### src/hw/rtl/refraction_ray_endpoint_assert.svh
// Assertion macros for the refraction ray endpoint block.
`ifndef REFRACTION_RAY_ENDPOINT_ASSERT_SVH
`define REFRACTION_RAY_ENDPOINT_ASSERT_SVH

// Same-cycle implication on clk, off while rst is high.
`define RRE_ASSERT_IMP(label, pre, post, msg) \
  label: assert property (@(posedge clk) disable iff (rst) (pre) |-> (post)) \
    else $error(msg);

// Next-cycle implication on clk, off while rst is high.
`define RRE_ASSERT_NXT(label, pre, post, msg) \
  label: assert property (@(posedge clk) disable iff (rst) (pre) |=> (post)) \
    else $error(msg);

`endif

### src/hw/rtl/rre_pkg.sv
// Shared constants and types for the refraction ray endpoint block.
package rre_pkg;

  localparam int RATIO_W    = 16;
  localparam int FOCAL_W    = 24;
  localparam int POS_W      = 32;
  localparam int NORM_W     = 16;
  localparam int NORM_FRAC  = 14;
  localparam int IN_W       = 3 * POS_W + 3 * NORM_W;
  localparam int OUT_W      = 3 * POS_W;
  localparam int CFG_IDX_W  = 8;
  localparam int CFG_DATA_W = FOCAL_W;

  localparam int RAD_W      = 64;
  localparam int ROOT_W     = 32;
  localparam int REM_W      = ROOT_W + 3;
  localparam int MAG_W      = 30;
  localparam int QUO_W      = MAG_W + 1;
  localparam int DREM_W     = QUO_W + 1;
  localparam int NWORD      = 64;
  localparam int NORM_STEPS = 6;
  localparam int SQRT_LAT   = ROOT_W;
  localparam int DIV_LAT    = QUO_W;

  localparam logic [RATIO_W-1:0] INDEX_RATIO_RST = 16'd4096;
  localparam logic [FOCAL_W-1:0] FOCAL_LEN_RST   = 24'd2621440;

  typedef enum logic [CFG_IDX_W-1:0] {
    REG_INDEX_RATIO = 8'd0,
    REG_FOCAL_LEN   = 8'd1
  } rre_reg_t;

  typedef struct packed {
    logic [2:0][POS_W-1:0]   pos;
    logic [2:0][NORM_W-1:0]  nrm;
    logic [RATIO_W+NORM_W:0] nc;
    logic                    tir;
  } rre_front_t;

  typedef struct packed {
    logic [2:0][POS_W-1:0] pos;
    logic [2:0]            neg;
    logic                  tir;
    logic                  zero;
  } rre_side_t;

endpackage

### src/hw/rtl/rre_sqrt.sv
// Pipelined integer square root, one root bit per stage.
module rre_sqrt (
  input  logic                       clk,
  input  logic                       en,
  input  logic [rre_pkg::RAD_W-1:0]  rad,
  output logic [rre_pkg::ROOT_W-1:0] root
);
  import rre_pkg::*;

  logic [RAD_W-1:0]  x_ch   [0:ROOT_W];
  logic [REM_W-1:0]  rem_ch [0:ROOT_W];
  logic [ROOT_W-1:0] rt_ch  [0:ROOT_W];

  assign x_ch[0]   = rad;
  assign rem_ch[0] = '0;
  assign rt_ch[0]  = '0;

  for (genvar i = 0; i < ROOT_W; i++) begin : g_step
    logic [RAD_W-1:0]  x_q;
    logic [REM_W-1:0]  rem_q;
    logic [REM_W-1:0]  acc;
    logic [REM_W-1:0]  trial;
    logic [ROOT_W-1:0] rt_q;
    logic              fit;

    // bring down the next bit pair, try root*4+1
    assign acc   = {rem_ch[i][REM_W-3:0], x_ch[i][RAD_W-1 -: 2]};
    assign trial = {1'b0, rt_ch[i], 2'b01};
    assign fit   = (acc >= trial);

    always_ff @(posedge clk) begin
      if (en) begin
        x_q   <= x_ch[i] << 2;
        rem_q <= fit ? acc - trial : acc;
        rt_q  <= {rt_ch[i][ROOT_W-2:0], fit};
      end
    end

    assign x_ch[i+1]   = x_q;
    assign rem_ch[i+1] = rem_q;
    assign rt_ch[i+1]  = rt_q;
  end

  assign root = rt_ch[ROOT_W];

endmodule

### config.mk
export PLATFORM = sky130hd
export DESIGN_NAME = rre_sqrt
export DESIGN_NICKNAME = d
export VERILOG_FILES = /design/src/hw/rtl/refraction_ray_endpoint_assert.svh /design/src/hw/rtl/rre_pkg.sv /design/src/hw/rtl/rre_sqrt.sv
export SDC_FILE = /design/constraint.sdc
export NUM_CORES = 2
export LEC_CHECK = 0
export ABC_CLOCK_PERIOD_IN_PS = 7060
export BUFFER_PORTS_ARGS = -buffer_cell sky130_fd_sc_hd__clkbuf_2
export CORE_MARGIN = 2
export CORE_UTILIZATION = 50
export CTS_BUF_LIST = sky130_fd_sc_hd__clkbuf_16
export DETAILED_ROUTE_END_ITERATION = 10
export HOLD_SLACK_MARGIN = 0.06
export PLACE_DENSITY = 0.7
export SETUP_SLACK_MARGIN = 0.3
export SKIP_CTS_REPAIR_TIMING = 1
export SLEW_MARGIN = 20
export SYNTH_ARGS = -nofsm -noshare
export SYNTH_HDL_FRONTEND = slang
export SYNTH_SLANG_ARGS = --single-unit
### constraint.sdc
create_clock -name clk -period 7.06 [get_ports clk]
set_input_delay 0.353 -clock clk [delete_from_list [all_inputs] [get_ports clk]]
set_output_delay 0.353 -clock clk [all_outputs]
set_load 0.05 [all_outputs]
==> metrics.cfg <==
[timing]
final_hold_viol_count = 0
worstMarginPinSlew_ps = 1240
min_period_ps = 4510
slew_viol_final = 0
rsz0062_at_grt = false
timing.final.crit_share_pct = 63.9
clock_skew_ps = 76.3
relSlewSlack_pct = 17.4
fmax_mhz = 222
fin_tns_setup_ps = 0
setup_viol = 0

[final_layout]
fillCellCount = 18817
drive_gt1_share_pct = 7.28
nets = 10087
syn_to_final_growth_pct = 11.6

[detailed_routing]
drc_errors = 0
drt_wl_total_mm = 244
wl_per_cell_um = 19.1
drt_pass1_iterations = 8
ant_nets = 0
via_per_inst = 5.56
drt_iter0_drc = 5604
vias = 71102

[worst_hold_path]
hold_path_depth = 2
hold_class = in -> reg

[placed_design]
gp_congestion = 0.923
dp_hpwl_mm = 175
port_buffers = 97

[critical_path]
crit_fanout = 17
cp.arrival_ps = 5120
critical_path_required_ps = 7670
path_class = reg -> reg
worstSetupStartpointType = flip-flop
cp-end-kind = flip-flop
worst_r2r_path_depth = 10

[grt]
track_usage_pct = 20.3
grt_start_max_net_pins = 206
grt.overflow.total = 0
grt_first_pass_wirelength_mm = 385
antenna_found_initial = 3
grt_pass1_vias = 70261

[yosys]
yosysSeqAreaShare_pct = 64.0
synth_mux_area_share_pct = 0.890
synthTopCellsByArea = edfxtp_1 (64%), ha_1 (6.0%), xnor2_1 (3.1%)
synth-edff-count = 2495
synth_nets = 9793
synth_top_area_cell = edfxtp_1
yosysWarnings = 0
ys_ff_latch = 2495
synthCells = 9166
synth.avg_cell_area_um2 = 12.8
synthAdderAreaFrac_pct = 5.99
synthSimpleGateAreaFrac_pct = 10.1
syn_area_um2 = 117000
synth_top_family_by_area = simple AND/OR/NAND/NOR gates
synth_top_area_share_pct = 64.0
async_reset_ff_share_pct = 0
yosys.cell_count.top_type = edfxtp_1
synthFlopType = edfxtp_1
synth_compound_area_share_pct = 10.1
synthTopCellsByCount = edfxtp_1 (2,495), inv_1 (712), nand2_1 (615), a21oi_1 (572), nor2_1 (571)
ys_types = 88
synth_xor_area_share_pct = 5.95

[power]
power_density_nw_per_um2 = 329
netSwitchingPower_mw = 12.4
p_int_mw = 30.6
pwr-share-seq_pct = 46.8
switching_share_pct = 28.8
irDropWorstVdd_v = 0.000234
p_clk_share_pct = 31.9
power_mw = 42.9
power.share.combinational_pct = 21.3
p_leak_nw = 50.0

[flow_run]
max_cap_violations = 0

[die]
fp.dieH_um = 488
die_area_um2 = 238000
design.core.area_um2 = 233000
initial_core_util_pct = 50.3
pin_count = 98
die_w_um = 488
std_cell_rows = 177

[run_status]
status = complete, no violations

[clock_network]
clk_pin_slew_worst_paths_ps = 60
worstSkewPairLatency_ps = 910
tritoncts = done
cts_buffers = 283
cts_buffer_depth = 4
root_buffer = clkbuf_16
clock_sinks = 2495
ctsHtreeMaxLevel = 5

-- metrics by stage --
stage / setup WS, ps / util (%) / hold WS, ps / cells / instance area [um2]
2_1_floorplan: 3020 / - / 400 / 9166 / 117000
3_3_place_gp: 2430 / 52.1 / 400 / 12240 / 121000
3_5_place_dp: 2300 / 52.1 / 405 / 12240 / 121000
4_1_cts: 2220 / 55.8 / -474 / 12719 / 130000
5_1_grt: 2210 / 56.1 / 105 / 12786 / 131000
6_report: 2550 / 56.1 / 143 / 12787 / 131000
-- cells by family (layout without fill, tap and decap cells) --
family	after synthesis	in the layout
buffers and inverters	923	1411
AND/OR/NAND/NOR	2391	2391
multiplexers	94	94
flip-flops	2495	2495
XOR/XNOR	796	796
adder cells (fa/ha/maj)	561	561
AO/OA/AOI/OAI	1905	1905
other	1	2
-- cells in the final DEF (no fill, tap or decap), types with 51 or more instances in the layout --
cell              n
a21o_1          266
a21oi_1         572
a31oi_1          52
and3_1           51
clkbuf_16       287
clkbuf_2         96
clkinv_1         51
dlygate4sd3_1    66
edfxtp_1       2495
ha_1            561
inv_1           759
mux2_2           81
nand2_1         615
nand2b_1        118
nand3_1         151
nand4_1         105
nor2_1          567
nor2b_1          76
nor3_1          235
nor4_1          131
o21a_1           98
o21ai_0         504
o31ai_1          56
or3_1            82
or4_1            57
xnor2_1         409
xor2_1          387
-- registers in the layout, summed over array words and instances, names as in the netlist --
register      count
g_step.rem_q    975
g_step.rt_q     496
g_step.x_q      992
root             32
-- worst paths after layout --
check        slack (ps)                  end               start
max                2550  g_step[6].rem_q[18]  g_step[5].rem_q[8]
min                 140    g_step[0].x_q[60]             rad[58]
max reg2reg        2550  g_step[6].rem_q[18]  g_step[5].rem_q[8]
min reg2reg         390     g_step[2].x_q[8]    g_step[1].x_q[6]
-- worst max-delay path: stages (launching register included) --
cell,delay (ps)
edfxtp_1,430
or4_4,580
or4b_4,520
or4_4,450
or3_1,470
o41ai_2,430
or4_2,400
o211ai_1,290
clkbuf_4,270
nor4_1,240
xor2_1,110
-- routing by layer --
layer | wire [um] | vias to the layer above | track usage [%]
li1 | - | 34542 | -
met1 | 104000 | 34282 | 26.1
met2 | 121000 | 1737 | 35.0
met3 | 9490 | 541 | 2.47
met4 | 10000 | 0 | 7.99
met5 | 0 | - | 0
-- layout make-up --
type	instances	area (um2)	share of cell area, %
inverter	714	2680	2.05
timing repair buffer	218	1710	1.31
sequential	2495	74900	57.4
clock inverter	192	1440	1.10
antenna	1	2.50	0.00192
clock buffer	287	7180	5.50
tap	3132	3920	3.00
multi-input combinational	5748	38800	29.7
-- power groups by stage --
stage	sequential [mW]	combinational (mW)	clock [mW]
2_1_floorplan	19.8	6.67	0
3_3_place_gp	20.4	8.90	0
3_5_place_dp	20.4	9.03	0
4_1_cts	20.1	9.11	14.1
5_1_grt	20.3	10.2	14.7
6_report	20.1	9.15	13.7
Power figures use the tool's default switching activity.
