$ cat config.mk
export PLATFORM = sky130hd
export DESIGN_NAME = rre_div
export DESIGN_NICKNAME = d
export VERILOG_FILES = /design/src/hw/rtl/refraction_ray_endpoint_assert.svh /design/src/hw/rtl/rre_pkg.sv /design/src/hw/rtl/rre_div.sv
export SDC_FILE = /design/constraint.sdc
export NUM_CORES = 2
export LEC_CHECK = 0
export BUFFER_PORTS_ARGS = -buffer_cell sky130_fd_sc_hd__buf_4
export CAP_MARGIN = 20
export CORE_MARGIN = 8
export CORE_UTILIZATION = 45
export DETAILED_ROUTE_END_ITERATION = 10
export PLACE_DENSITY = 0.6
export SLEW_MARGIN = 25
export SYNTH_ARGS = -nofsm -noshare
export SYNTH_HDL_FRONTEND = slang
export SYNTH_SLANG_ARGS = --single-unit
$ cat constraint.sdc
create_clock -name clk -period 7.1 [get_ports clk]
set_input_delay 0.71 -clock clk [delete_from_list [all_inputs] [get_ports clk]]
set_output_delay 0.71 -clock clk [all_outputs]
set_load 0.005 [all_outputs]
$ cat src/hw/rtl/refraction_ray_endpoint_assert.svh
// Assertion macros for the refraction ray endpoint block.
`ifndef REFRACTION_RAY_ENDPOINT_ASSERT_SVH
`define REFRACTION_RAY_ENDPOINT_ASSERT_SVH

// Same-cycle implication on clk, off while rst is high.
`define RRE_ASSERT_IMP(label, pre, post, msg) \
  label: assert property (@(posedge clk) disable iff (rst) (pre) |-> (post)) \
    else $error(msg);

// Next-cycle implication on clk, off while rst is high.
`define RRE_ASSERT_NXT(label, pre, post, msg) \
  label: assert property (@(posedge clk) disable iff (rst) (pre) |=> (post)) \
    else $error(msg);

`endif

$ cat src/hw/rtl/rre_pkg.sv
// Shared constants and types for the refraction ray endpoint block.
package rre_pkg;

  localparam int RATIO_W    = 16;
  localparam int FOCAL_W    = 24;
  localparam int POS_W      = 32;
  localparam int NORM_W     = 16;
  localparam int NORM_FRAC  = 14;
  localparam int IN_W       = 3 * POS_W + 3 * NORM_W;
  localparam int OUT_W      = 3 * POS_W;
  localparam int CFG_IDX_W  = 8;
  localparam int CFG_DATA_W = FOCAL_W;

  localparam int RAD_W      = 64;
  localparam int ROOT_W     = 32;
  localparam int REM_W      = ROOT_W + 3;
  localparam int MAG_W      = 30;
  localparam int QUO_W      = MAG_W + 1;
  localparam int DREM_W     = QUO_W + 1;
  localparam int NWORD      = 64;
  localparam int NORM_STEPS = 6;
  localparam int SQRT_LAT   = ROOT_W;
  localparam int DIV_LAT    = QUO_W;

  localparam logic [RATIO_W-1:0] INDEX_RATIO_RST = 16'd4096;
  localparam logic [FOCAL_W-1:0] FOCAL_LEN_RST   = 24'd2621440;

  typedef enum logic [CFG_IDX_W-1:0] {
    REG_INDEX_RATIO = 8'd0,
    REG_FOCAL_LEN   = 8'd1
  } rre_reg_t;

  typedef struct packed {
    logic [2:0][POS_W-1:0]   pos;
    logic [2:0][NORM_W-1:0]  nrm;
    logic [RATIO_W+NORM_W:0] nc;
    logic                    tir;
  } rre_front_t;

  typedef struct packed {
    logic [2:0][POS_W-1:0] pos;
    logic [2:0]            neg;
    logic                  tir;
    logic                  zero;
  } rre_side_t;

endpackage

$ cat src/hw/rtl/rre_div.sv
// Pipelined restoring divider: (num << MAG_W) / den, one quotient bit per stage.
module rre_div (
  input  logic                      clk,
  input  logic                      en,
  input  logic [rre_pkg::MAG_W-1:0] num,
  input  logic [rre_pkg::QUO_W-1:0] den,
  output logic [rre_pkg::QUO_W-1:0] quo
);
  import rre_pkg::*;

  logic [DREM_W-1:0] rem_ch [0:QUO_W];
  logic [QUO_W-1:0]  den_ch [0:QUO_W];
  logic [QUO_W-1:0]  q_ch   [0:QUO_W];

  // quotient is below 2^QUO_W, so start from num >> 1
  assign rem_ch[0] = {{(DREM_W-MAG_W+1){1'b0}}, num[MAG_W-1:1]};
  assign den_ch[0] = den;
  assign q_ch[0]   = '0;

  for (genvar i = 0; i < QUO_W; i++) begin : g_step
    logic              bit_in;
    logic [DREM_W-1:0] acc;
    logic              fit;
    logic [DREM_W-1:0] rem_q;
    logic [QUO_W-1:0]  den_q;
    logic [QUO_W-1:0]  q_q;

    if (i == 0) begin : g_first
      assign bit_in = num[0];
    end else begin : g_rest
      assign bit_in = 1'b0;
    end

    assign acc = {rem_ch[i][DREM_W-2:0], bit_in};
    assign fit = (acc >= {1'b0, den_ch[i]});

    always_ff @(posedge clk) begin
      if (en) begin
        rem_q <= fit ? acc - {1'b0, den_ch[i]} : acc;
        den_q <= den_ch[i];
        q_q   <= {q_ch[i][QUO_W-2:0], fit};
      end
    end

    assign rem_ch[i+1] = rem_q;
    assign den_ch[i+1] = den_q;
    assign q_ch[i+1]   = q_q;
  end

  assign quo = q_ch[QUO_W];

endmodule

==> metrics <==
relative slew slack 23.5%; Non-Filler Instances 15600; cell internal pwr ~42 mW; Clock Tree Root clkbuf_16; level count of the clock H-tree 5; CP startpoint kind register; total congestion overflow 0; Final Worst Setup Slack about 2.3 ns; R2R Path Start g_step[17].rem_q[0]$_SDFFCE_PN0P_; # Max-Cap Violations 0; classification of the worst setup path register to register; share of layout cells above drive strength 1 8.08%; Hold Vio Cnt, Final 0; DPL Wire Length ~240000 um; Yosys top cell by area edfxtp_1; syn_nets ~12000; core region area 287000 um2; nets@finish 12600; FMAX 0.208 GHz; main area contributors after synthesis edfxtp_1, ha_1, a21oi_1, inv_1, xnor2_1; P&R area growth vs syn 11.1%; number of global-route vias before repair between 80000 and 90000; Worst setup EP type register; leak pwr roughly 60 nW; Tightest Hold Check Type primary input to register; top_reg_cell synth edfxtp_1; Area after DPL between 100000 and 150000 um2; Final ANT Viol Nets 0; Least-Margin Pin Slew roughly 1.1 ns; RSZ-0062 raised after global routing false; Clock Latency Late Sink about 0.87 ns; I/O pin cnt 94; Post-synth EDFFs ~2400; # port buffers 93; total negative setup slack 0 ns; switching share of total power a little under two fifths; CTS tree yes; final wirelength between 300000 and 400000 um; Seq pwr share a little over a third; Clock Power Share between 20% and 30%; Overall Global Routing Usage between 15 and 20%; crit-path cells fa_1 -> a21o_1 -> a21o_1 -> a21oi_1 -> a2111oi_0 -> buf_4 -> or4_1 -> a31oi_1 -> a21oi_1 -> o211ai_1 -> and3_2 -> buf_4 -> mux2_2; R2R Setup Slk between 2 and 2.5 ns; Vias/cell ~5.6; Ys Warns 0; Avg Cell Area, Syn around 11 um2; Max Root-Sink Buffers 4; Die Wd 553 um; routed vias around 87000; Placed Instances 15100; max-slew violation count 0; Initial Utilization a little under half; worst path required time ~7.7 ns; # setup viols final 0; Logic pwr share around 45%; first-pass GRT wire length between 400000 and 500000 um; Die Y between 500 and 600 um; total CTS buffers between 200 and 300; CTS clock-pin slew for the worst setup and hold paths around 0.06 ns; reg2reg end g_step[18].rem_q[1]$_DFFE_PP_; Synth Cell Area 130000 um2; Critical-path top delay cell and3_2; Synth top area share about 55%; pre-CTS WS between 2 and 2.5 ns; CP max FO 39; status finished, final reports clean; post-synthesis sequential element count approximately 2400; clk_skew between 0.03 and 0.04 ns; list of most frequent post-synthesis cells edfxtp_1, inv_1, ha_1, a21oi_1, nand2_1; Critical Path AT about 5.4 ns; DRT Pass-1 Iters 6; Max stage delay on crit path ~0.65 ns; CTS Sinks about 2400; final worst-path cycle share around two thirds; design area around 140000 um2; Post-CTS Setup Bufs 0; peak supply drop slightly above 200 uV; worst setup path endpoint g_step[18].rem_q[1]$_DFFE_PP_; reg2reg path depth 13; initial antenna violation count 17; Cell Pwr Density about 470 nW/um2; cell with the most instances after synthesis edfxtp_1; Cells after Synth ~11000; Wirelength per Cell just over 20 um; DIE AREA just over 300000 um2; Async SR Flop Fraction 0%; switching pwr roughly 25 mW; Final min period about 4.8 ns; initial drt markers between 7000 and 8000; largest net degree at the start of global routing roughly 190; Crit. Startpoint g_step[17].rem_q[0]$_SDFFCE_PN0P_; FP Rows between 150 and 200; Placer Congestion approximately 0.9; drt drc 0; sequential share of the synthesized area between 50% and 60%; Unique masters post-synth 91
power groups by stage:
stage                     logic (mW)  clock network (mW)  registers [mW]
after floorplan                 23.0                   0            22.0
after global placement          29.0                   0            23.6
after detailed placement        29.6                   0            23.5
after CTS                       29.8                14.4            23.3
after global routing            33.4                14.9            23.6
final                           29.9                13.9            23.3
layout by cell type (no fill, tap or decap), types with 117 or more instances in the layout:
master     netlist  final
ha_1           959    959
o21ai_0        808    808
buf_4            0    147
nand2b_1       127    127
o21bai_1       117    117
xnor2_1        496    496
nand3_1        158    156
nand4_1        127    127
nor2_1         625    625
clkbuf_16        0    295
inv_1         1194   1194
a21o_1         484    484
mux2_2         312    312
xor2_1         307    307
nand2_1        827    827
a21oi_1        950    949
edfxtp_1      2356   2356
nor2b_1        122    122
metrics by stage:
stage,hold slack [ns],util (%),total power [mW]
after floorplan,0.400,-,45.0
after global placement,0.400,46.9,52.6
after detailed placement,0.405,46.9,53.1
after CTS,0.00968,50.1,67.5
after global routing,0.0500,50.1,71.9
final,0.0939,50.1,67.1
how the worst min path moves through the flow:
| stage | endpoint | from | cells after the start |
|---|---|---|---|
| 2_1_floorplan | g_step[10].q_q[10]$_DFFE_PP_ | g_step[9].q_q[9]$_DFFE_PP_ | 0 |
| 3_3_place_gp | g_step[25].q_q[2]$_DFFE_PP_ | g_step[24].q_q[1]$_DFFE_PP_ | 0 |
| 3_5_place_dp | g_step[10].q_q[9]$_DFFE_PP_ | g_step[9].q_q[8]$_DFFE_PP_ | 0 |
| 4_1_cts | g_step[0].den_q[15]$_DFFE_PP_ | den[15] | 1 |
| 5_1_grt | g_step[0].den_q[15]$_DFFE_PP_ | den[15] | 1 |
| 6_report | g_step[0].den_q[15]$_DFFE_PP_ | den[15] | 1 |
cell type report:
cell class | instances | area, um2
antenna | 7 | 17.5
clock buffer | 361 | 7630
clock inverter | 132 | 1150
fill | 25300 | 143000
inverter | 1194 | 4480
multi-input combinational | 7560 | 53600
sequential | 2356 | 70700
tap | 3781 | 4730
timing repair buffer | 184 | 1630
registers in the layout, indices dropped and copies added, names as in the netlist:
| name | cells |
|---|---|
| g_step.den_q | 930 |
| g_step.q_q | 465 |
| g_step.rem_q | 930 |
| quo | 31 |
layer usage:
metal | wire, um | up-vias | global-route usage [%] | share of wire [%]
li1 | - | 42000 | - | -
met1 | 147000 | 41900 | 28.4 | 47
met2 | 144000 | 2314 | 32.3 | 46
met3 | 17400 | 439 | 2.71 | 5.5
met4 | 7480 | 2 | 4.90 | 2.4
met5 | 13 | - | 0 | 0.0041
timing repair:
item | CTS | global route
hold buffers | 23 | 0
resized for setup | 0 | 0
endpoints found under the hold margin | 23 | 0
logic make-up (layout without fill, tap and decap cells):
family / Yosys count / after routing / synth area share [%]
AOI/OAI and AO/OA: 3064 / 3064 / 14.7
xor gates and xnor gates: 803 / 803 / 5.42
adders and majority gates: 989 / 989 / 9.72
buffers and inverters: 1445 / 1871 / 4.25
DFF: 2356 / 2356 / 54.6
muxes: 323 / 323 / 2.80
other: 0 / 7 / 0
and+or+nand+nor: 2381 / 2381 / 8.55
critical path, delay by kind of cell, from the launching register on:
family | cells | cell delay (ns)
mux | 1 | 0.36
flops | 1 | 0.43
compound gates | 7 | 1.65
simple gates | 2 | 1.06
fa+ha+maj | 1 | 0.48
buf+inv | 2 | 0.55
(Power assumes the default switching activity.)
